**src/rtl/zbcw_pkg.sv**
```systemverilog
// ----------------------------------------------------------------------------
// zbcw_pkg
// Types, constants and the brightness ramp table shared by the character
// cell writer and its sub-blocks.
// ----------------------------------------------------------------------------
package zbcw_pkg;

   localparam int unsigned SCREEN_WIDTH_DEF  = 640;
   localparam int unsigned SCREEN_HEIGHT_DEF = 128;
   localparam int unsigned RAMP_LEN_DEF      = 92;

   localparam int unsigned COORD_W     = 12;
   localparam int unsigned CELL_W      = 2 * COORD_W;
   localparam int unsigned CHAR_W      = 7;
   localparam int unsigned DEPTH_W     = 16;
   localparam int unsigned FIELD_W     = 16;
   localparam int unsigned ROM_SIZE    = 92;
   localparam int unsigned QUEUE_DEPTH = 2;

   localparam logic [CHAR_W-1:0] SPACE_CODE = 7'h20;

   localparam logic [1:0] OP_WRITE = 2'd0;
   localparam logic [1:0] OP_READ  = 2'd1;
   localparam logic [1:0] OP_CLEAR = 2'd2;

   localparam logic [CHAR_W-1:0] RAMP_ROM [ROM_SIZE] = '{
      7'h20, 7'h60, 7'h2E, 7'h2D, 7'h27, 7'h3A, 7'h5F, 7'h2C, 7'h5E, 7'h3D,
      7'h3B, 7'h3E, 7'h3C, 7'h2B, 7'h21, 7'h72, 7'h63, 7'h2A, 7'h2F, 7'h7A,
      7'h3F, 7'h73, 7'h4C, 7'h54, 7'h76, 7'h29, 7'h4A, 7'h37, 7'h28, 7'h7C,
      7'h46, 7'h69, 7'h7B, 7'h43, 7'h7D, 7'h66, 7'h49, 7'h33, 7'h31, 7'h74,
      7'h6C, 7'h75, 7'h5B, 7'h6E, 7'h65, 7'h6F, 7'h5A, 7'h35, 7'h59, 7'h78,
      7'h6A, 7'h79, 7'h61, 7'h5D, 7'h32, 7'h45, 7'h53, 7'h77, 7'h71, 7'h6B,
      7'h50, 7'h36, 7'h68, 7'h39, 7'h64, 7'h34, 7'h56, 7'h70, 7'h4F, 7'h47,
      7'h62, 7'h55, 7'h41, 7'h4B, 7'h58, 7'h48, 7'h6D, 7'h38, 7'h52, 7'h44,
      7'h23, 7'h24, 7'h42, 7'h67, 7'h30, 7'h4D, 7'h4E, 7'h57, 7'h51, 7'h25,
      7'h26, 7'h40
   };

   typedef struct packed {
      logic [1:0]                op;
      logic signed [FIELD_W-1:0] x;
      logic signed [FIELD_W-1:0] y;
      logic signed [FIELD_W-1:0] brightness;
      logic signed [FIELD_W-1:0] depth;
   } req_type;

   typedef struct packed {
      logic [CHAR_W-1:0]         char_code;
      logic signed [DEPTH_W-1:0] depth_out;
      logic                      drawn;
      logic                      in_bounds;
   } rsp_type;

   typedef enum logic [1:0] {
      CMD_WRITE,
      CMD_READ,
      CMD_CLEAR,
      CMD_NOP
   } cmd_kind_type;

   typedef struct packed {
      cmd_kind_type              kind;
      logic                      in_bounds;
      logic [CELL_W-1:0]         cell_addr;
      logic signed [DEPTH_W-1:0] depth;
      logic [CHAR_W-1:0]         char_code;
   } cmd_type;

   typedef enum logic [1:0] {
      BK_IDLE,
      BK_CHECK,
      BK_CLEAR
   } back_state_type;

   function automatic logic [CHAR_W-1:0] ramp_char(input logic [7:0] level,
                                                   input int unsigned ramp_len);
      logic [15:0] prod;
      logic [15:0] sum;
      logic [7:0]  idx;
      prod = 16'(level) * 16'(ramp_len - 1);
      sum  = prod + {8'd0, prod[15:8]} + 16'd1;
      idx  = sum[15:8];
      if (idx > 8'(ROM_SIZE - 1)) begin
         idx = 8'(ROM_SIZE - 1);
      end
      return RAMP_ROM[idx[6:0]];
   endfunction

endpackage

```
**src/rtl/zbcw_back.sv**
```systemverilog
// ----------------------------------------------------------------------------
// zbcw_back
// Cell engine: carries out queued commands against the cell memory, with
// the depth test as a read-modify-write and the clear as a full sweep.
// ----------------------------------------------------------------------------
module zbcw_back #(
   parameter int unsigned CELL_COUNT = zbcw_pkg::SCREEN_WIDTH_DEF *
                                       zbcw_pkg::SCREEN_HEIGHT_DEF,
   localparam int unsigned ADDR_W    = (CELL_COUNT > 1) ? $clog2(CELL_COUNT) : 1,
   localparam int unsigned DATA_W    = zbcw_pkg::CHAR_W + zbcw_pkg::DEPTH_W
) (
   input  logic              clock,
   input  logic              reset,
   input  zbcw_pkg::cmd_type head,
   input  logic              empty,
   output logic              pop,
   output logic              init_busy,
   output logic              ram_wr_en,
   output logic [ADDR_W-1:0] ram_wr_addr,
   output logic [DATA_W-1:0] ram_wr_data,
   output logic              ram_rd_en,
   output logic [ADDR_W-1:0] ram_rd_addr,
   input  logic [DATA_W-1:0] ram_rd_data,
   output logic              rsp_valid,
   output zbcw_pkg::rsp_type rsp_data
);

   zbcw_pkg::back_state_type state_ff;
   zbcw_pkg::back_state_type state_in;
   zbcw_pkg::cmd_type        item_ff;
   zbcw_pkg::cmd_type        item_in;
   logic [ADDR_W-1:0]        sweep_ff;
   logic [ADDR_W-1:0]        sweep_in;
   logic                     init_ff;
   logic                     init_in;
   logic                     rsp_valid_ff;
   logic                     rsp_valid_in;
   zbcw_pkg::rsp_type        rsp_data_ff;
   zbcw_pkg::rsp_type        rsp_data_in;

   logic [zbcw_pkg::CHAR_W-1:0]         stored_char;
   logic signed [zbcw_pkg::DEPTH_W-1:0] stored_depth;
   logic                                sweep_last;

   assign stored_char  = ram_rd_data[DATA_W-1:zbcw_pkg::DEPTH_W];
   assign stored_depth = ram_rd_data[zbcw_pkg::DEPTH_W-1:0];
   assign sweep_last   = (sweep_ff == ADDR_W'(CELL_COUNT - 1));

   always_comb begin
      state_in     = state_ff;
      item_in      = item_ff;
      sweep_in     = sweep_ff;
      init_in      = init_ff;
      rsp_valid_in = 1'b0;
      rsp_data_in  = '0;
      pop          = 1'b0;
      ram_wr_en    = 1'b0;
      ram_wr_addr  = item_ff.cell_addr[ADDR_W-1:0];
      ram_wr_data  = {item_ff.char_code, item_ff.depth};
      ram_rd_en    = 1'b0;
      ram_rd_addr  = head.cell_addr[ADDR_W-1:0];
      unique case (state_ff)
         zbcw_pkg::BK_IDLE: begin
            if (!empty) begin
               pop     = 1'b1;
               item_in = head;
               unique case (head.kind)
                  zbcw_pkg::CMD_WRITE, zbcw_pkg::CMD_READ: begin
                     if (head.in_bounds) begin
                        ram_rd_en = 1'b1;
                        state_in  = zbcw_pkg::BK_CHECK;
                     end else begin
                        rsp_valid_in = 1'b1;
                     end
                  end
                  zbcw_pkg::CMD_CLEAR: begin
                     sweep_in = '0;
                     state_in = zbcw_pkg::BK_CLEAR;
                  end
                  zbcw_pkg::CMD_NOP: begin
                     rsp_valid_in = 1'b1;
                  end
               endcase
            end
         end
         zbcw_pkg::BK_CHECK: begin
            rsp_valid_in          = 1'b1;
            rsp_data_in.in_bounds = 1'b1;
            state_in              = zbcw_pkg::BK_IDLE;
            if ((item_ff.kind == zbcw_pkg::CMD_WRITE) &&
                ($signed(stored_depth) <= $signed(item_ff.depth))) begin
               ram_wr_en             = 1'b1;
               rsp_data_in.char_code = item_ff.char_code;
               rsp_data_in.depth_out = item_ff.depth;
               rsp_data_in.drawn     = 1'b1;
            end else begin
               rsp_data_in.char_code = stored_char;
               rsp_data_in.depth_out = stored_depth;
            end
         end
         zbcw_pkg::BK_CLEAR: begin
            ram_wr_en   = 1'b1;
            ram_wr_addr = sweep_ff;
            ram_wr_data = {zbcw_pkg::SPACE_CODE, zbcw_pkg::DEPTH_W'(0)};
            sweep_in    = sweep_ff + ADDR_W'(1);
            if (sweep_last) begin
               state_in = zbcw_pkg::BK_IDLE;
               init_in  = 1'b0;
               if (!init_ff) begin
                  rsp_valid_in          = 1'b1;
                  rsp_data_in.char_code = zbcw_pkg::SPACE_CODE;
               end
            end
         end
         default: begin
            state_in = zbcw_pkg::BK_IDLE;
         end
      endcase
   end

   always_ff @(posedge clock) begin
      if (reset) begin
         state_ff     <= zbcw_pkg::BK_CLEAR;
         sweep_ff     <= '0;
         init_ff      <= 1'b1;
         rsp_valid_ff <= 1'b0;
      end else begin
         state_ff     <= state_in;
         sweep_ff     <= sweep_in;
         init_ff      <= init_in;
         rsp_valid_ff <= rsp_valid_in;
      end
   end

   always_ff @(posedge clock) begin
      item_ff     <= item_in;
      rsp_data_ff <= rsp_data_in;
   end

   assign init_busy = init_ff;
   assign rsp_valid = rsp_valid_ff;
   assign rsp_data  = rsp_data_ff;

endmodule

```
**config.mk**
```make
export PLATFORM = sky130hd
export DESIGN_NAME = zbcw_back
export DESIGN_NICKNAME = d
export VERILOG_FILES = /design/src/rtl/zbcw_pkg.sv /design/src/rtl/zbcw_back.sv
export SDC_FILE = /design/constraint.sdc
export NUM_CORES = 1
export LEC_CHECK = 0
export ABC_AREA = 1
export BUFFER_PORTS_ARGS = -buffer_cell sky130_fd_sc_hd__buf_2
export CAP_MARGIN = 20
export CORE_UTILIZATION = 49
export CTS_CLUSTER_DIAMETER = 100
export DETAILED_ROUTE_END_ITERATION = 16
export HOLD_SLACK_MARGIN = 0.1
export PLACE_DENSITY = 0.78
export SETUP_SLACK_MARGIN = 0.05
export SLEW_MARGIN = 20
export SYNTH_ARGS = -nofsm -noshare
export SYNTH_HDL_FRONTEND = slang
export SYNTH_SLANG_ARGS = --single-unit
```
**constraint.sdc**
```tcl
create_clock -name clock -period 2.8 [get_ports clock]
set_input_delay 0.14 -clock clock [delete_from_list [all_inputs] [get_ports clock]]
set_output_delay 0.14 -clock clock [all_outputs]
set_load 0.1 [all_outputs]
```
Yosys cells after proc, flatten, opt, wreduce, memory -nomap -nowiden
Index checks and enable logic that the tools add are counted.
{"block": "totals", "wordCells": 65, "out_inout_bits": 87, "input_bits": 76, "reg_bits": 88}
{"block": "op_classes", "magnitude_cmp": 1, "n_mux": 29, "n_eq_ne": 11, "n_addsub": 1, "bitwise": 1, "reduce_logical": 10}
{"cell": "$mux W17", "count": 3}
{"cell": "$mux W23", "count": 2}
{"cell": "$pmux W17 S2", "count": 1}
{"cell": "$add A17 B1 Y17 const B", "count": 1}
{"cell": "$eq A17 B17 Y1 const B", "count": 1}
{"cell": "$le A16 B16 Y1", "count": 1}
{"cell": "$pmux W7 S2", "count": 1}
{"cell": "$mux W1", "count": 12}
{"cell": "$pmux W2 S2", "count": 2}
{"cell": "$mux W7", "count": 1}
{"cell": "$eq A2 B2 Y1 const B", "count": 3}
{"cell": "$logic_not A2 Y1", "count": 3}
{"cell": "$mux W2", "count": 3}
{"cell": "$mux W6", "count": 1}
{"cell": "$eq A2 B1 Y1 const B", "count": 2}
{"cell": "$ne A2 B2 Y1 const B", "count": 2}
{"cell": "$pmux W1 S2", "count": 2}
{"cell": "$reduce_and A2 Y1", "count": 2}
{"cell": "$reduce_and A4 Y1", "count": 1}
{"cell": "$ne A3 B1 Y1 const B", "count": 1}
{"cell": "$ne A3 B3 Y1 const B", "count": 1}
{"cell": "$pmux W1 S3", "count": 1}
{"cell": "$reduce_and A3 Y1", "count": 1}
{"cell": "$ne A2 B1 Y1 const B", "count": 1}
{"cell": "4 further kinds", "count": 4}

Depth between registers and ports, before layout
{"block": "depth", "word_depth": 5, "mapped_depth": 19, "mapped_depth_nobuf": 17}

Worst setup path before layout
OpenSTA, ideal clock, no wires.
{"block": "synth_path", "path_kind": "reg-to-output", "startpoint": "reg state_ff[0]", "endpoint": "out ram_rd_en", "t_arrival_ns": 3.128, "stages_incl_launch_ff": 7, "t_required_ns": 2.660, "path_slack_ns": -0.468, "path_cell_list": "dfxtp_1 inv_1 ha_1 inv_2 nor2_4 inv_1 nor2_1"}
{"block": "synth_via", "elab_chain_len": 2}
{"element": "from (decl)", "line": "zbcw_back.sv:28", "text": "zbcw_pkg::back_state_type state_ff;"}
{"element": "from (signal assigned)", "line": "zbcw_back.sv:123", "text": "state_ff <= zbcw_pkg::BK_CLEAR;"}
{"element": "from (signal assigned)", "line": "zbcw_back.sv:128", "text": "state_ff <= state_in;"}
{"element": "$logic_not A2 Y1", "line": "zbcw_back.sv:62", "text": "unique case (state_ff)"}
{"element": "$mux W1", "line": "zbcw_back.sv:62"}
{"element": "to (decl)", "line": "zbcw_back.sv:21", "text": "output logic ram_rd_en,"}
Every way passes these cells.

Worst setup path in the final report
{"block": "layout_path", "startpoint": "in ram_rd_data[14]", "endpoint": "out ram_wr_en"}
{"block": "layout_via", "elab_chain_len": 4}
{"element": "from (decl)", "line": "zbcw_back.sv:23", "text": "input logic [DATA_W-1:0] ram_rd_data,"}
{"element": "$le A16 B16 Y1", "line": "zbcw_back.sv:91", "text": "($signed(stored_depth) <= $signed(item_ff.depth))) begin"}
{"element": "$logic_and A1 B1 Y1", "line": "zbcw_back.sv:90", "text": "if ((item_ff.kind == zbcw_pkg::CMD_WRITE) &&"}
{"element": "$mux W1", "line": "zbcw_back.sv:90"}
{"element": "$pmux W1 S2", "line": "zbcw_back.sv:62"}
{"element": "to (decl)", "line": "zbcw_back.sv:18", "text": "output logic ram_wr_en,"}
Every way passes these cells.

==> impl_metrics.env <==
export IMPL_io_buffer_count=155
export IMPL_gp_congestion=0.911
export IMPL_root_buffer="clkbuf_8"
export IMPL_htreeDepth=3
export IMPL_grt_max_degree=38
export IMPL_worstSetupPathType="input port to output port"
export IMPL_synth_edf_count=42
export IMPL_vdd_drop_max_v=0.000816
export IMPL_path_clk_slew_ns=0.10
export IMPL_worstPathRequired_ns=2.66
export IMPL_die_h_um=93.9
export IMPL_drt_iter0_markers=213
export IMPL_yosysTopAreaCellShare_pct=30.5
export IMPL_vias=3972
export IMPL_syn_to_final_growth_pct=46.7
export IMPL_cts_tree="done"
export IMPL_worst_setup_path_end_kind="output port"
export IMPL_fin_crit_ns=2.69
export IMPL_wire_per_inst_um=16.1
export IMPL_io_pins=163
export IMPL_critPathArrivalTime_ns=2.55
export IMPL_drv_slew=0
export IMPL_setup_viol=0
export IMPL_drive_gt1_share_pct=33.4
export IMPL_multi_input_area_mm2=0.00158
export IMPL_coreArea_mm2=0.00818
export IMPL_final_area_mm2=0.00607
export IMPL_final_core_util_pct=74.2
export IMPL_drt_pass1_iterations=5
export IMPL_nFillCells=524
export IMPL_cap_viol_max_count=0
export IMPL_slew_headroom_pct=59.6
export IMPL_ys_seq_area_share_pct=52.8
export IMPL_post_dp_hpwl_mm=7.45
export IMPL_finalCritPeriodShare_pct=95.9
export IMPL_synth_cell_type_count=31
export IMPL_run_status="complete, no violations"
export IMPL_yosysMostFrequentCell="inv_1"
export IMPL_regArea_mm2=0.00218
export IMPL_ys_top_cells_by_count="64 x inv_1, 61 x nand2_1, 48 x nor2_1"
export IMPL_synthCells=455
export IMPL_p_leak_nw=2.82
export IMPL_grt_pass1_vias=4058
export IMPL_r2r_slack_ns=0.30
export IMPL_rr_endpoint="rsp_data[5]"
export IMPL_finalClockSkew_ns=0.0165
export IMPL_worstHoldPathType="input port to register"
export IMPL_grt_pass1_wl_mm=18.7
export IMPL_synthTopCellsByArea="edfxtp_1 30%, dfxtp_1 22%, ha_1 6.4%"
export IMPL_antenna_left=0
export IMPL_hold_ws_ns=0.115
export IMPL_fmax_ghz=0.372
export IMPL_synth_top_flop_cell="dfxtp_1"
export IMPL_clockBufferDepth=2
export IMPL_wl_mm=12.4
export IMPL_powerDensity_mw_per_mm2=1080
export IMPL_yosys_area_top_type="edfxtp_1"
export IMPL_die_w_um=93.9
export IMPL_grt_usage_pct=28.1
export IMPL_worst_slew_pin_slew_ns=0.606
export IMPL_rr_worst_depth=14
export IMPL_setup_worst_path_start="ram_rd_data[14]"
export IMPL_timing_setup_tns_ns=0
export IMPL_cts_sinks=88
export IMPL_startpoint_type="input port"
export IMPL_antenna_found_initial=1
export IMPL_async_flop_share_pct=0
export IMPL_placementRows=33
export IMPL_crit_path_end="ram_wr_en"
export IMPL_grt_overflow_total=0
export IMPL_stdcell_count=770
export IMPL_initial_core_util_pct=50.6
export IMPL_finalHoldViolCount=0
export IMPL_ys_ff_latch=88
export IMPL_r2r_start="item_ff[21]"
export IMPL_die_area_mm2=0.00881
export IMPL_dp_cells=691
export IMPL_syn_avg_cell_area_um2=9.09
export IMPL_syn_area_mm2=0.00414
export IMPL_clk_latency_ns=0.36
export IMPL_crit_path_max_fanout=9
export IMPL_nNetsFinal=756
export IMPL_drc=0
export IMPL_ys_warnings_count=0
export IMPL_cts_buffers=9
export IMPL_syn_num_nets=552
export IMPL_dpl_cell_area_mm2=0.00513
export IMPL_via_per_inst=5.16
==> worst min-delay path by stage <==
stage | to | from | depth (start not counted) | slack (ns)
3_5_place_dp | item_ff[10] | head[10] | 1 | 0.32
3_3_place_gp | item_ff[10] | head[10] | 1 | 0.32
4_1_cts | rsp_data[7] | ram_rd_data[5] | 3 | 0.11
2_1_floorplan | rsp_valid | reset | 1 | 0.21
6_report | rsp_data[10] | ram_rd_data[8] | 3 | 0.11
5_1_grt | rsp_data[10] | ram_rd_data[8] | 3 | 0.12
==> state kept, by name, indices dropped and copies added (netlist names) <==
| name | count |
|---|---|
| rsp_valid | 1 |
| init_busy | 1 |
| rsp_data | 25 |
| state_ff | 2 |
| sweep_ff | 17 |
| item_ff | 42 |
==> timing repair <==
| item | in CTS | in global routing |
|---|---|---|
| hold buffers | 61 | 0 |
| endpoints found under the hold margin | 65 | 0 |
| resized for setup | 0 | 15 |
| buffers inserted | 0 | 1 |
| setup endpoints to repair | 0 | 1 |
==> cells by family (layout without fill, tap and decap cells) <==
| kind of cell | count (synthesis) | count (layout) | synth area share [%] |
|---|---|---|---|
| other | 0 | 1 | 0 |
| AOI/OAI and AO/OA | 91 | 91 | 11.7 |
| buffers and inverters | 98 | 307 | 11.0 |
| adders and majority gates | 21 | 21 | 6.35 |
| DFF | 88 | 88 | 52.8 |
| and+or+nand+nor | 157 | 157 | 18.1 |
==> per-layer routing <==
metal	track usage, %	wire length [µm]	vias to the layer above
met5	0	0	-
met2	49.9	6410	213
met3	5.99	766	50
li1	-	-	1887
met1	30.4	4580	1822
met4	17.3	609	0
==> metrics by stage <==
stage / worst slack (ns) / total power [mW]
4_1_cts: 0.196 / 6.47
3_3_place_gp: 0.585 / 5.31
6_report: 0.114 / 6.55
2_1_floorplan: -0.371 / 4.48
3_5_place_dp: 0.522 / 5.36
5_1_grt: -0.0165 / 6.78
==> layout by cell type (no fill, tap or decap), types with 2 or more instances in the layout <==
master         instances
a211oi_1               5
a21oi_1               37
a21oi_2                3
buf_12                16
buf_2                139
buf_4                  6
bufinv_16              3
clkbuf_1               2
clkbuf_8               9
dfxtp_1               45
dlygate4sd3_1         61
edfxtp_1              42
ha_1                  18
ha_4                   2
inv_1                 59
inv_2                 10
nand2_1               59
nand2_2                6
nand2_4                2
nand3_1                7
nand3_2                2
nand4_1                6
nor2_1                46
nor2_2                 5
nor2_4                 5
nor3_1                10
nor3_2                 6
o21ai_0               33
o21ai_1                8
==> critical path, cell delays in order <==
cell	delay (ns)
dlygate4sd3_1	0.54
buf_2	0.14
ha_1	0.36
nand2_4	0.10
nor3_4	0.24
nand2_2	0.09
nand2_1	0.07
nand2_1	0.10
nand3_4	0.14
nand2_8	0.08
inv_2	0.08
nand2_1	0.07
a21oi_2	0.19
buf_12	0.20
==> report_power, final <==
group / internal, mW / total, mW / switching (mW) / leakage [nW]
registers: 1.53 / 1.59 / 0.0651 / 0.755
logic: 0.848 / 3.90 / 3.05 / 1.95
clock network: 0.598 / 1.06 / 0.462 / 0.114
total: 2.97 / 6.55 / 3.58 / 2.82
==> final cells by class <==
class	count	area share, %
well taps	105	2.17
repair buffers	222	27.6
clock buffers	11	2.17
flip-flops and latches	88	36.0
diodes	1	0.0412
inverters	69	4.27
clock inverters	5	1.75
multi-input cells	269	26.1
Note: power is estimated with default switching activity, not from simulation.
