`src/rtl/zbcw_ram.sv`:
```
// ----------------------------------------------------------------------------
// zbcw_ram
// Generic single-write, single-read memory with a registered read port.
// ----------------------------------------------------------------------------
module zbcw_ram #(
   parameter int unsigned DATA_WIDTH = 8,
   parameter int unsigned DEPTH      = 16,
   localparam int unsigned ADDR_W    = (DEPTH > 1) ? $clog2(DEPTH) : 1
) (
   input  logic                  clock,
   input  logic                  wr_en,
   input  logic [ADDR_W-1:0]     wr_addr,
   input  logic [DATA_WIDTH-1:0] wr_data,
   input  logic                  rd_en,
   input  logic [ADDR_W-1:0]     rd_addr,
   output logic [DATA_WIDTH-1:0] rd_data
);

   logic [DATA_WIDTH-1:0] mem_ff [DEPTH];
   logic [DATA_WIDTH-1:0] rd_data_ff;

   always_ff @(posedge clock) begin
      if (wr_en) begin
         mem_ff[wr_addr] <= wr_data;
      end
      if (rd_en) begin
         rd_data_ff <= mem_ff[rd_addr];
      end
   end

   assign rd_data = rd_data_ff;

endmodule

```
`config.mk`:
```
export PLATFORM = sky130hd
export DESIGN_NAME = zbcw_ram
export DESIGN_NICKNAME = d
export VERILOG_FILES = /design/src/rtl/zbcw_ram.sv
export SDC_FILE = /design/constraint.sdc
export NUM_CORES = 1
export LEC_CHECK = 0
export BUFFER_PORTS_ARGS = -buffer_cell sky130_fd_sc_hd__buf_2
export CORE_MARGIN = 2
export CORE_UTILIZATION = 54
export DETAILED_ROUTE_END_ITERATION = 6
export PLACE_DENSITY = 0.74
export SETUP_SLACK_MARGIN = 0.4
export SLEW_MARGIN = 10
export SYNTH_ARGS = -nofsm -noshare
export SYNTH_HDL_FRONTEND = slang
export SYNTH_SLANG_ARGS = --single-unit
```
`constraint.sdc`:
```
create_clock -name clock -period 1.6 [get_ports clock]
set_input_delay 0.08 -clock clock [delete_from_list [all_inputs] [get_ports clock]]
set_output_delay 0.08 -clock clock [all_outputs]
set_load 0.01 [all_outputs]
```
# Word-level counts from Yosys, hierarchy flattened
# Memory sizes are Yosys's and may differ from the RTL's. A register that Yosys moved wholly into a read port is not among the register bits.
# Index checks and enable logic that the tools add are counted.
# op_classes
eq_ne	0
div_mod_pow	0
order_cmp	0
bitwise_logic	0
muxes	2
reduce_logical	0
multipliers	0
shifts	0
addsub	0
# ops
op	n
1-bit two-way mux	2
# totals
memories	1
latch_bits	0
mem_bits_ro	0
ram_bits	128
in_bits	19
reg_bits	0
wordCells	3
# mem_list
name	depth	width	rd	rd_ports_with_merged_regs	write_ports	line	source
mem_ff	16	8	1	1	1	19	logic [DATA_WIDTH-1:0] mem_ff [DEPTH];

# Logic depth before layout (Yosys ltp)
# Gate-level depths: netlist (run 1).
# depth
ltp_word	2
depth_mapped	5
ltp_nobuf	3

# Least setup slack after synthesis (run 1)
# Ideal clock, no wire load.
# synth_timing
kind	input -> register
start	input wr_addr[2]
end	memory mem_ff[0][0], enable pin
arrival_time_ns	1.190
setup_slack_ns	0.027
setup_ns	0.383
cell_stages	2
path_cell_list	or3b_2 -> nor3_1
# synth_lines
element	line	source
start, declared	12	input logic [ADDR_W-1:0] wr_addr,
end, declared	19	
# No word-level cell before the write port.

==> metrics.md, run 1 <==
| Metric | Value |
|---|---|
| Kind of critical path | reg -> reg |
| Total routing usage reported by global routing | 0.227 |
| Die Span X | 102 um |
| Area fraction in compound gates after synthesis | 0.0230 |
| Clock Tree Root | clkbuf_8 |
| Aggregate routed wire length | 10.5 mm |
| Hold crit path type | in -> reg |
| Port buffer count | 26 |
| Synth Net Count | 248 |
| Cell-by-cell listing of the critical path | mux4_2 > a22oi_2 > nand2_1 |
| CTS buffer count | 17 |
| Post-route antenna net violation count | 0 |
| Number of sinks handled by clock tree synthesis | 136 |
| I/O pin total | 27 |
| Maximum vdd ir drop | 0.000562 V |
| Area of the die | 0.0105 mm^2 |
| Library cells used by synthesis | 18 |
| Worst setup slack before clock tree synthesis | -0.0479 ns |
| Initial core utilization | 0.560 |
| Detail-routed net length per standard cell | 23.9 um |
| Fraction of synthesized area in multiplexers | 0.148 |
| Number of placement rows | 35 |
| CP startpoint kind | flip-flop |
| Kind of cell with the highest combined delay on the critical path | multiplexers |
| Setup repair after global routing missed its margin | true |
| Buffers & Inverters on Critical Path | 0 |
| Setup TNS Final | 0 ns |
| Share of the core filled with cells in the final layout | 0.683 |
| Post-detailed-placement cell area | 0.00567 mm^2 |
| Power per standard cell area | 1290 mW/mm^2 |
| Register bit total from synthesis | 136 |
| Peak per-stage delay on the critical path | 0.50 ns |
| Clock transition at the registers of the reported paths | 0.06 ns |
| Worst setup margin | 0.148 ns |
| Clock Latency Late Sink | 0.52 ns |
| Post-synthesis share of cell area spent on and, or, nand and nor gates | 0.0314 |
| Max frequency | 689 MHz |
| Cell with the largest stage delay on the worst path | mux4_2 |
| Xor-xnor portion of the synthesized cell area | 0 |
| Number of pins exceeding their max-slew limit in the final report | 0 |
| Vias in the first global route | 2727 |
| Worst-path fanout max | 1 |
| Final Hold Viols | 0 |
| Inserted Diodes | 0 |
| Die height | 102 um |
| Iteration count of the initial detailed-routing pass | 5 |
| Global route total overflow | 0 |
| Commonest non-fill, non-tap cells in the layout | edfxtp_1, mux4_2, buf_2 |
| Avg Vias per Cell | 5.85 |
| Maximum level of the CTS H-tree | 4 |
| Detailed router's first-iteration violation count | 267 |
| Fin area | 0.00637 mm^2 |
| Number of antenna violations at the first check in global routing | 0 |
| Outcome | completed |
| Global-route wire length before repair | 16.1 mm |
| CP Data Arrival Time | 1.72 ns |
| Total Nets Final | 316 |
| DR DRC count | 0 |
| Detailed Place HPWL | 6.23 mm |
| Fin crit period | 1.45 ns |
| Average cell area after synthesis | 22.8 um^2 |
| CP Capture Type | flip-flop |
| Placeable core region | 0.00933 mm^2 |
| Routed via count | 2561 |
| TritonCTS clock tree | built |
| Clock Tree Buf Depth | 2 |
| Most common cell after layout, fill and taps aside | edfxtp_1 |
| Netlist Area Pre-Place | 0.00523 mm^2 |
| Tot Pwr | 0.00822 W |
| Synth Instances | 229 |
| Number of endpoints failing setup at the final stage | 0 |
| Max-cap viol count | 0 |
| Share of the clock period used by the worst path after layout | 0.907 |
| Largest net degree at the start of global routing | 17 |
| Share of synthesized area occupied by flip-flops and latches | 0.781 |
| Transition at the pin with the smallest max-transition slack | 0.492 ns |
| Cell leakage power | 2.12 nW |
| Final weighted congestion in routability-driven placement | 0.738 |
| Area share of fa/ha/maj cells after synthesis | 0 |
| Worst Skew | 0.00682 ns |
| Layout overhead on the synthesized area | 21.9% |
| Main combinational cell family by area after synthesis | multiplexers |
| Yosys warning total | 0 |
| Share of layout cells above drive strength 1 | 0.417 |
| CP required | 1.87 ns |
| Worst slew margin | 0.672 |
## area by class of cell
cell class	instances	area (um^2)
clock buffers	17	414
clock inverters	14	159
fillers	589	2960
multi-input cells	83	1090
flip-flops and latches	136	4080
well taps	129	161
repair buffers	59	463
## registers in the layout, summed over array words and instances, names as in the netlist
register	count
rd_data	8
mem_ff	128
## cell usage after synthesis
cell type	number	area [um^2]
mux4_2	18	405
nor2_1	13	48.8
nand3b_1	2	15.0
a22oi_1	16	120
nor2b_1	1	6.26
clkdlybuf4s25_2	3	30.0
buf_6	3	33.8
and2b_1	1	7.51
nand2b_1	2	12.5
buf_4	1	7.51
or3b_2	1	8.76
buf_2	3	15.0
nor3_1	4	20.0
nand3_1	1	5.00
mux4_1	14	368
and2_1	1	6.26
nand2_1	9	33.8
edfxtp_1	136	4080
## timing repair
action                                  CTS  global route
endpoints found under the setup margin   10            10
buffers inserted                          0             0
hold endpoints to repair                136             0
resized for setup                        13             2
pin swaps                                 4             0
hold buffers                              9             0
## layer usage
| layer | track usage | part of all wire | vias to the layer above |
|---|---|---|---|
| met5 | 0 | 0 | - |
| met4 | 0.0995 | 0.024 | 0 |
| met3 | 0.0766 | 0.079 | 17 |
| met2 | 0.359 | 0.51 | 137 |
| met1 | 0.291 | 0.39 | 1300 |
| li1 | - | - | 1107 |
## through the flow
stage          cells  hold WS, ns
4_1_cts          438       0.0796
6_report         438        0.103
3_3_place_gp     398        0.462
5_1_grt          438       0.0961
3_5_place_dp     398        0.464
2_1_floorplan    229        0.179
## worst reg2reg max path: stages (launching register included)
cell and delay (ns):
edfxtp_1 0.38, mux4_2 0.50, a22oi_2 0.24, nand2_1 0.08
## report_power, final
group,internal [W],switching (W)
clock network,0.00234,0.00140
logic,0.000201,0.000240
registers,0.00402,0.0000261
total,0.00656,0.00166
## logic make-up (layout without fill, tap and decap cells)
logic type | Yosys count | count (layout)
flip-flops | 136 | 136
AND/OR/NAND/NOR | 35 | 35
multiplexers | 32 | 32
AO/OA/AOI/OAI | 16 | 16
buffers and inverters | 10 | 90
## worst paths after layout
kind | start | to | slack, ns | cells past startpoint
setup / recovery | mem_ff[7][1] | rd_data[1] | 0.15 | 3
hold / removal | wr_addr[1] | mem_ff[0][5] | 0.10 | 3
setup reg to reg | mem_ff[7][1] | rd_data[1] | 0.15 | 3
hold reg to reg | mem_ff[13][2] | rd_data[2] | 0.77 | 3
Note: power is estimated with default switching activity, not from simulation.
==> run 2, diff against run 1 <==
Settings changed: CAP_MARGIN from default to 30, PLACE_DENSITY 0.74 to default, PLACE_DENSITY_LB_ADDON from default to 0.12.
==> run 2 against run 1 <==
Fmax increased by 2.9%. Combinational power shrank 5.2%. Worst hold slack improved by 0.014 ns. Utilization increased by 0.62 points. Sequential share of layout area is 0.57 points lower. Largest cell class unchanged. Clock-buffer cell count is 1 higher. Global-route usage decreased by 1.5 points.
==> metrics.md, run 2 (synthesized netlist as in run 1, its figures left out) <==
| Metric | Value |
|---|---|
| Total Nets Final | 317 |
| Worst setup margin | 0.188 ns |
| Worst slew margin | 0.665 |
| Worst Hold Slack | 0.116 ns |
| CP startpoint kind | flip-flop |
| TritonCTS clock tree | built |
| Detailed router's first-iteration violation count | 124 |
| Clock Tree Root | clkbuf_8 |
| Final weighted congestion in routability-driven placement | 0.728 |
| I/O pin total | 27 |
| Number of endpoints failing setup at the final stage | 0 |
| Area of the die | 0.0105 mm^2 |
| Share of layout cells above drive strength 1 | 0.392 |
| Total routing usage reported by global routing | 0.212 |
| Hold crit path type | in -> reg |
| Aggregate routed wire length | 9.93 mm |
| Worst Skew | 0.00605 ns |
| Cell leakage power | 2.17 nW |
| Clock transition at the registers of the reported paths | 0.06 ns |
| Setup TNS Final | 0 ns |
| Final Instance Count excl. Fillers | 440 |
| Die height | 102 um |
| Clock Latency Late Sink | 0.51 ns |
| Worst setup slack before clock tree synthesis | -0.0135 ns |
| Detail-routed net length per standard cell | 22.6 um |
| Kind of critical path | reg -> reg |
| Number of pins exceeding their max-slew limit in the final report | 0 |
| Cell total after placement | 399 |
| Die Span X | 102 um |
| Commonest non-fill, non-tap cells in the layout | edfxtp_1, mux4_2, buf_2 |
| Placeable core region | 0.00933 mm^2 |
| Initial core utilization | 0.560 |
| Iteration count of the initial detailed-routing pass | 4 |
| Number of placement rows | 35 |
| Vias in the first global route | 2546 |
| Largest net degree at the start of global routing | 27 |
| Power per standard cell area | 1370 mW/mm^2 |
| Flip-flop count of the largest register, all copies and words added | 128 |
| Inserted Diodes | 0 |
| Worst-path fanout max | 1 |
| Share of the clock period used by the worst path after layout | 0.882 |
| Final Hold Viols | 0 |
| Transition at the pin with the smallest max-transition slack | 0.503 ns |
| Register with the most flip-flops | mem_ff |
| Global-route wire length before repair | 15.1 mm |
| CP Data Arrival Time | 1.66 ns |
| Maximum level of the CTS H-tree | 4 |
| Detailed Place HPWL | 5.97 mm |
| Avg Vias per Cell | 5.68 |
| Most common cell after layout, fill and taps aside | edfxtp_1 |
| Max frequency | 708 MHz |
| Number of sinks handled by clock tree synthesis | 136 |
| Setup repair after global routing missed its margin | true |
| CTS buffer count | 17 |
| Outcome | completed |
| Fin crit period | 1.41 ns |
| Post-route antenna net violation count | 0 |
| Routed via count | 2497 |
| Maximum vdd ir drop | 0.000745 V |
| CP Capture Type | flip-flop |
| Share of the core filled with cells in the final layout | 0.689 |
| Global route total overflow | 0 |
| Clock Tree Buf Depth | 2 |
| DR DRC count | 0 |
| CP required | 1.85 ns |
| Total setup buffers inserted after CTS | 0 |
| Layout overhead on the synthesized area | 23.0% |
| Port buffer count | 26 |
| Number of antenna violations at the first check in global routing | 0 |
| Max-cap viol count | 0 |
## run 2: layout make-up
cell class                      count  area [um^2]
Clock buffer                       18          418
Clock inverter                     14          253
Fill cell                         599         2900
Multi-Input combinational cell     83         1070
Sequential cell                   136         4080
Tap cell                          129          161
Timing Repair Buffer               60          445
## run 2: metal layers
metal,vias to the layer above,global-route usage,part of all wire
li1,1103,-,-
met1,1298,0.295,0.41
met2,85,0.329,0.50
met3,11,0.0602,0.075
met4,0,0.0749,0.017
met5,-,0,0
## run 2: worst max-delay path, cell delays in order, from the launching register on
cell and delay [ns]:
edfxtp_1 0.40, mux4_2 0.50, a22oi_2 0.19, nand2_1 0.07
## run 2: where the power goes
group / switching (W) / internal (W)
registers: 0.0000213 / 0.00402
logic: 0.000227 / 0.000191
clock network: 0.00136 / 0.00299
total: 0.00161 / 0.00719
## run 2: repair_timing
action / 4_1_cts / 5_1_grt
setup endpoints to repair: 8 / 8
hold buffers: 9 / 0
gates resized for setup: 7 / 0
hold endpoints to repair: 136 / 0
pin swaps: 1 / 0
## run 2: final timing paths
path                  from           end  slack, ns  depth (start not counted)
max          mem_ff[11][5]    rd_data[5]       0.19                          3
min             wr_addr[1]  mem_ff[0][0]       0.12                          3
max reg2reg  mem_ff[11][5]    rd_data[5]       0.19                          3
min reg2reg   mem_ff[6][5]    rd_data[5]       0.76                          3
## run 2: per-stage QoR
| stage | power (W) | area, um^2 |
|---|---|---|
| detailed placement | 0.00450 | 5650 |
| finish | 0.00881 | 6430 |
| floorplan | 0.00434 | 5260 |
| global placement | 0.00450 | 5650 |
| CTS | 0.00887 | 6430 |
| global route | 0.00907 | 6430 |
==> run 3, diff against run 2 <==
Settings changed: CORE_UTILIZATION 54 to 55.
Clock period 1.6 ns to 1.4 ns, I/O delays scaled along.
==> run 3 against run 2 <==
Worst hold slack improved by 0.026 ns. Highest routed layer unchanged. Design area is 0.56% higher. Clock skew fell by 0.00076 ns. Critical path type unchanged. Register-to-register slack worse by 0.18 ns.
==> metrics.md, run 3 (synthesized netlist as in run 1, its figures left out) <==
| Metric | Value |
|---|---|
| Outcome | completed |
| Endpoint of the worst-slack reg-to-reg timing path | rd_data[1] |
| End point of the worst hold path | mem_ff[1][0] |
| Avg Vias per Cell | 5.62 |
| Global-route wire length before repair | 15.0 mm |
| Aggregate routed wire length | 9.72 mm |
| Peak per-stage delay on the critical path | 0.49 ns |
| Critical hold path startpoint | wr_addr[3] |
| Transition at the pin with the smallest max-transition slack | 0.930 ns |
| Portion of total power attributed to combinational logic | 0.055 |
| Cell with the largest stage delay on the worst path | mux4_2 |
| Area of the die | 0.0103 mm^2 |
| Register-to-Register Path Depth | 3 |
| CP required | 1.66 ns |
| Port buffer count | 26 |
| Share of the clock period used by the worst path after layout | 0.995 |
| Routed via count | 2438 |
| Number of pins exceeding their max-slew limit in the final report | 0 |
| Number of antenna violations at the first check in global routing | 0 |
| Number of endpoints failing setup at the final stage | 0 |
| Iteration count of the initial detailed-routing pass | 4 |
| Share of the core filled with cells in the final layout | 0.700 |
| Final Hold Viols | 0 |
| CP Data Arrival Time | 1.65 ns |
| Maximum vdd ir drop | 0.000732 V |
| Cell leakage power | 2.12 nW |
| I/O pin total | 27 |
| Number of sinks handled by clock tree synthesis | 136 |
| Storage element area | 0.00408 mm^2 |
| Psw | 0.00184 W |
| Worst-case register-to-register setup slack | 0.007 ns |
| Register share of total power | 0.494 |
| Worst Skew | 0.00529 ns |
| Post-route antenna net violation count | 0 |
| Number of placement rows | 35 |
| Number of fill cells in the layout | 552 |
| Clock Tree Buf Depth | 2 |
| CTS buffer count | 17 |
| Initial core utilization | 0.566 |
| Max-cap viol count | 0 |
| Commonest non-fill, non-tap cells in the layout | edfxtp_1, mux4_2, buf_2 |
| Fin crit period | 1.39 ns |
| Worst setup slack before clock tree synthesis | -0.293 ns |
| Clock network fraction of design power | 0.451 |
| Worst-path fanout max | 1 |
| Total area of multi-input combinational cells | 0.00113 mm^2 |
| Detailed router's first-iteration violation count | 164 |
| Cells on Worst Hold Path | 3 |
| Worst setup margin | 0.00711 ns |
| Max frequency | 718 MHz |
| Register with the most flip-flops | mem_ff |
| Die height | 101 um |
| Global route total overflow | 0 |
| Flip-flop count of the largest register, all copies and words added | 128 |
| Maximum level of the CTS H-tree | 4 |
| Cell-by-cell listing of the critical path | mux4_2 > a22oi_2 > nand2_1 |
| Detail-routed net length per standard cell | 22.4 um |
| Clock Latency Late Sink | 0.51 ns |
| Inserted Diodes | 0 |
| DR DRC count | 0 |
| Kind of critical path | reg -> reg |
| Die Span X | 101 um |
| Buffers & Inverters on Critical Path | 0 |
| CP startpoint kind | flip-flop |
| Layout overhead on the synthesized area | 23.7% |
| Proportion of total power due to net switching | 0.197 |
| Launch point of the worst reg-to-reg path | mem_ff[11][1] |
| Share of layout cells above drive strength 1 | 0.420 |
| Clock transition at the registers of the reported paths | 0.06 ns |
| Total Nets Final | 312 |
| Final weighted congestion in routability-driven placement | 0.715 |
| Detailed Place HPWL | 6.28 mm |
| Hold crit path type | in -> reg |
| Most common cell after layout, fill and taps aside | edfxtp_1 |
| Placeable core region | 0.00924 mm^2 |
| Largest net degree at the start of global routing | 21 |
| TritonCTS clock tree | built |
| Total routing usage reported by global routing | 0.214 |
| Internal power consumption | 0.00751 W |
| Clock Tree Root | clkbuf_8 |
| Vias in the first global route | 2597 |
| Setup repair after global routing missed its margin | true |
| Kind of cell with the highest combined delay on the critical path | multiplexers |
| CP Capture Type | flip-flop |
| Total setup buffers inserted after CTS | 0 |
| Worst slew margin | 0.379 |
| Power per standard cell area | 1450 mW/mm^2 |
[run 3: cell type report]
type,count,area share
clock buffer,17,0.0640
clock inverter,14,0.0244
multi-input combinational,83,0.175
sequential,136,0.632
tap,129,0.0250
timing repair buffer,55,0.0805
[run 3: worst max-delay path by stage]
stage,from,endpoint,depth (start not counted)
CTS,mem_ff[1][6],rd_data[6],3
global route,mem_ff[11][1],rd_data[1],3
finish,mem_ff[11][1],rd_data[1],3
global placement,rd_addr[0],rd_data[6],6
floorplan,rd_addr[0],rd_data[1],5
detailed placement,rd_addr[0],rd_data[2],6
[run 3: per-layer routing]
| metal | part of all wire | global-route usage | wire length (um) |
|---|---|---|---|
| met5 | 0 | 0 | 0 |
| met4 | 0.011 | 0.0696 | 111 |
| met3 | 0.062 | 0.0635 | 599 |
| met2 | 0.52 | 0.351 | 5080 |
| met1 | 0.40 | 0.279 | 3930 |
[run 3: through the flow]
stage	TNS (ns)	instance area (um^2)	hold WS (ns)	power [W]	instances
finish	0	6470	0.142	0.00935	434
global route	-0.175	6470	0.142	0.00965	434
CTS	-0.0463	6440	0.115	0.00943	434
detailed placement	-1.57	5740	0.466	0.00518	394
global placement	-1.39	5740	0.460	0.00517	394
floorplan	0	5290	0.169	0.00497	229
[run 3: timing repair]
action,4_1_cts,5_1_grt
pin swaps,2,1
hold buffers,9,0
cloned,0,0
endpoints found under the hold margin,136,0
endpoints found under the setup margin,16,16
gates resized for setup,8,4
[run 3: power groups by stage]
| stage | combinational [W] | sequential, W | clock, W |
|---|---|---|---|
| after detailed placement | 0.000481 | 0.00470 | 0 |
| after floorplan | 0.000266 | 0.00470 | 0 |
| after global placement | 0.000473 | 0.00470 | 0 |
| after global routing | 0.000561 | 0.00462 | 0.00446 |
| final | 0.000519 | 0.00462 | 0.00421 |
| after CTS | 0.000520 | 0.00462 | 0.00429 |
[run 3: worst register-to-register path, cell delays in order, from the launching register on]
cell,delay [ns]
edfxtp_1,0.36
mux4_2,0.49
a22oi_2,0.22
nand2_1,0.07
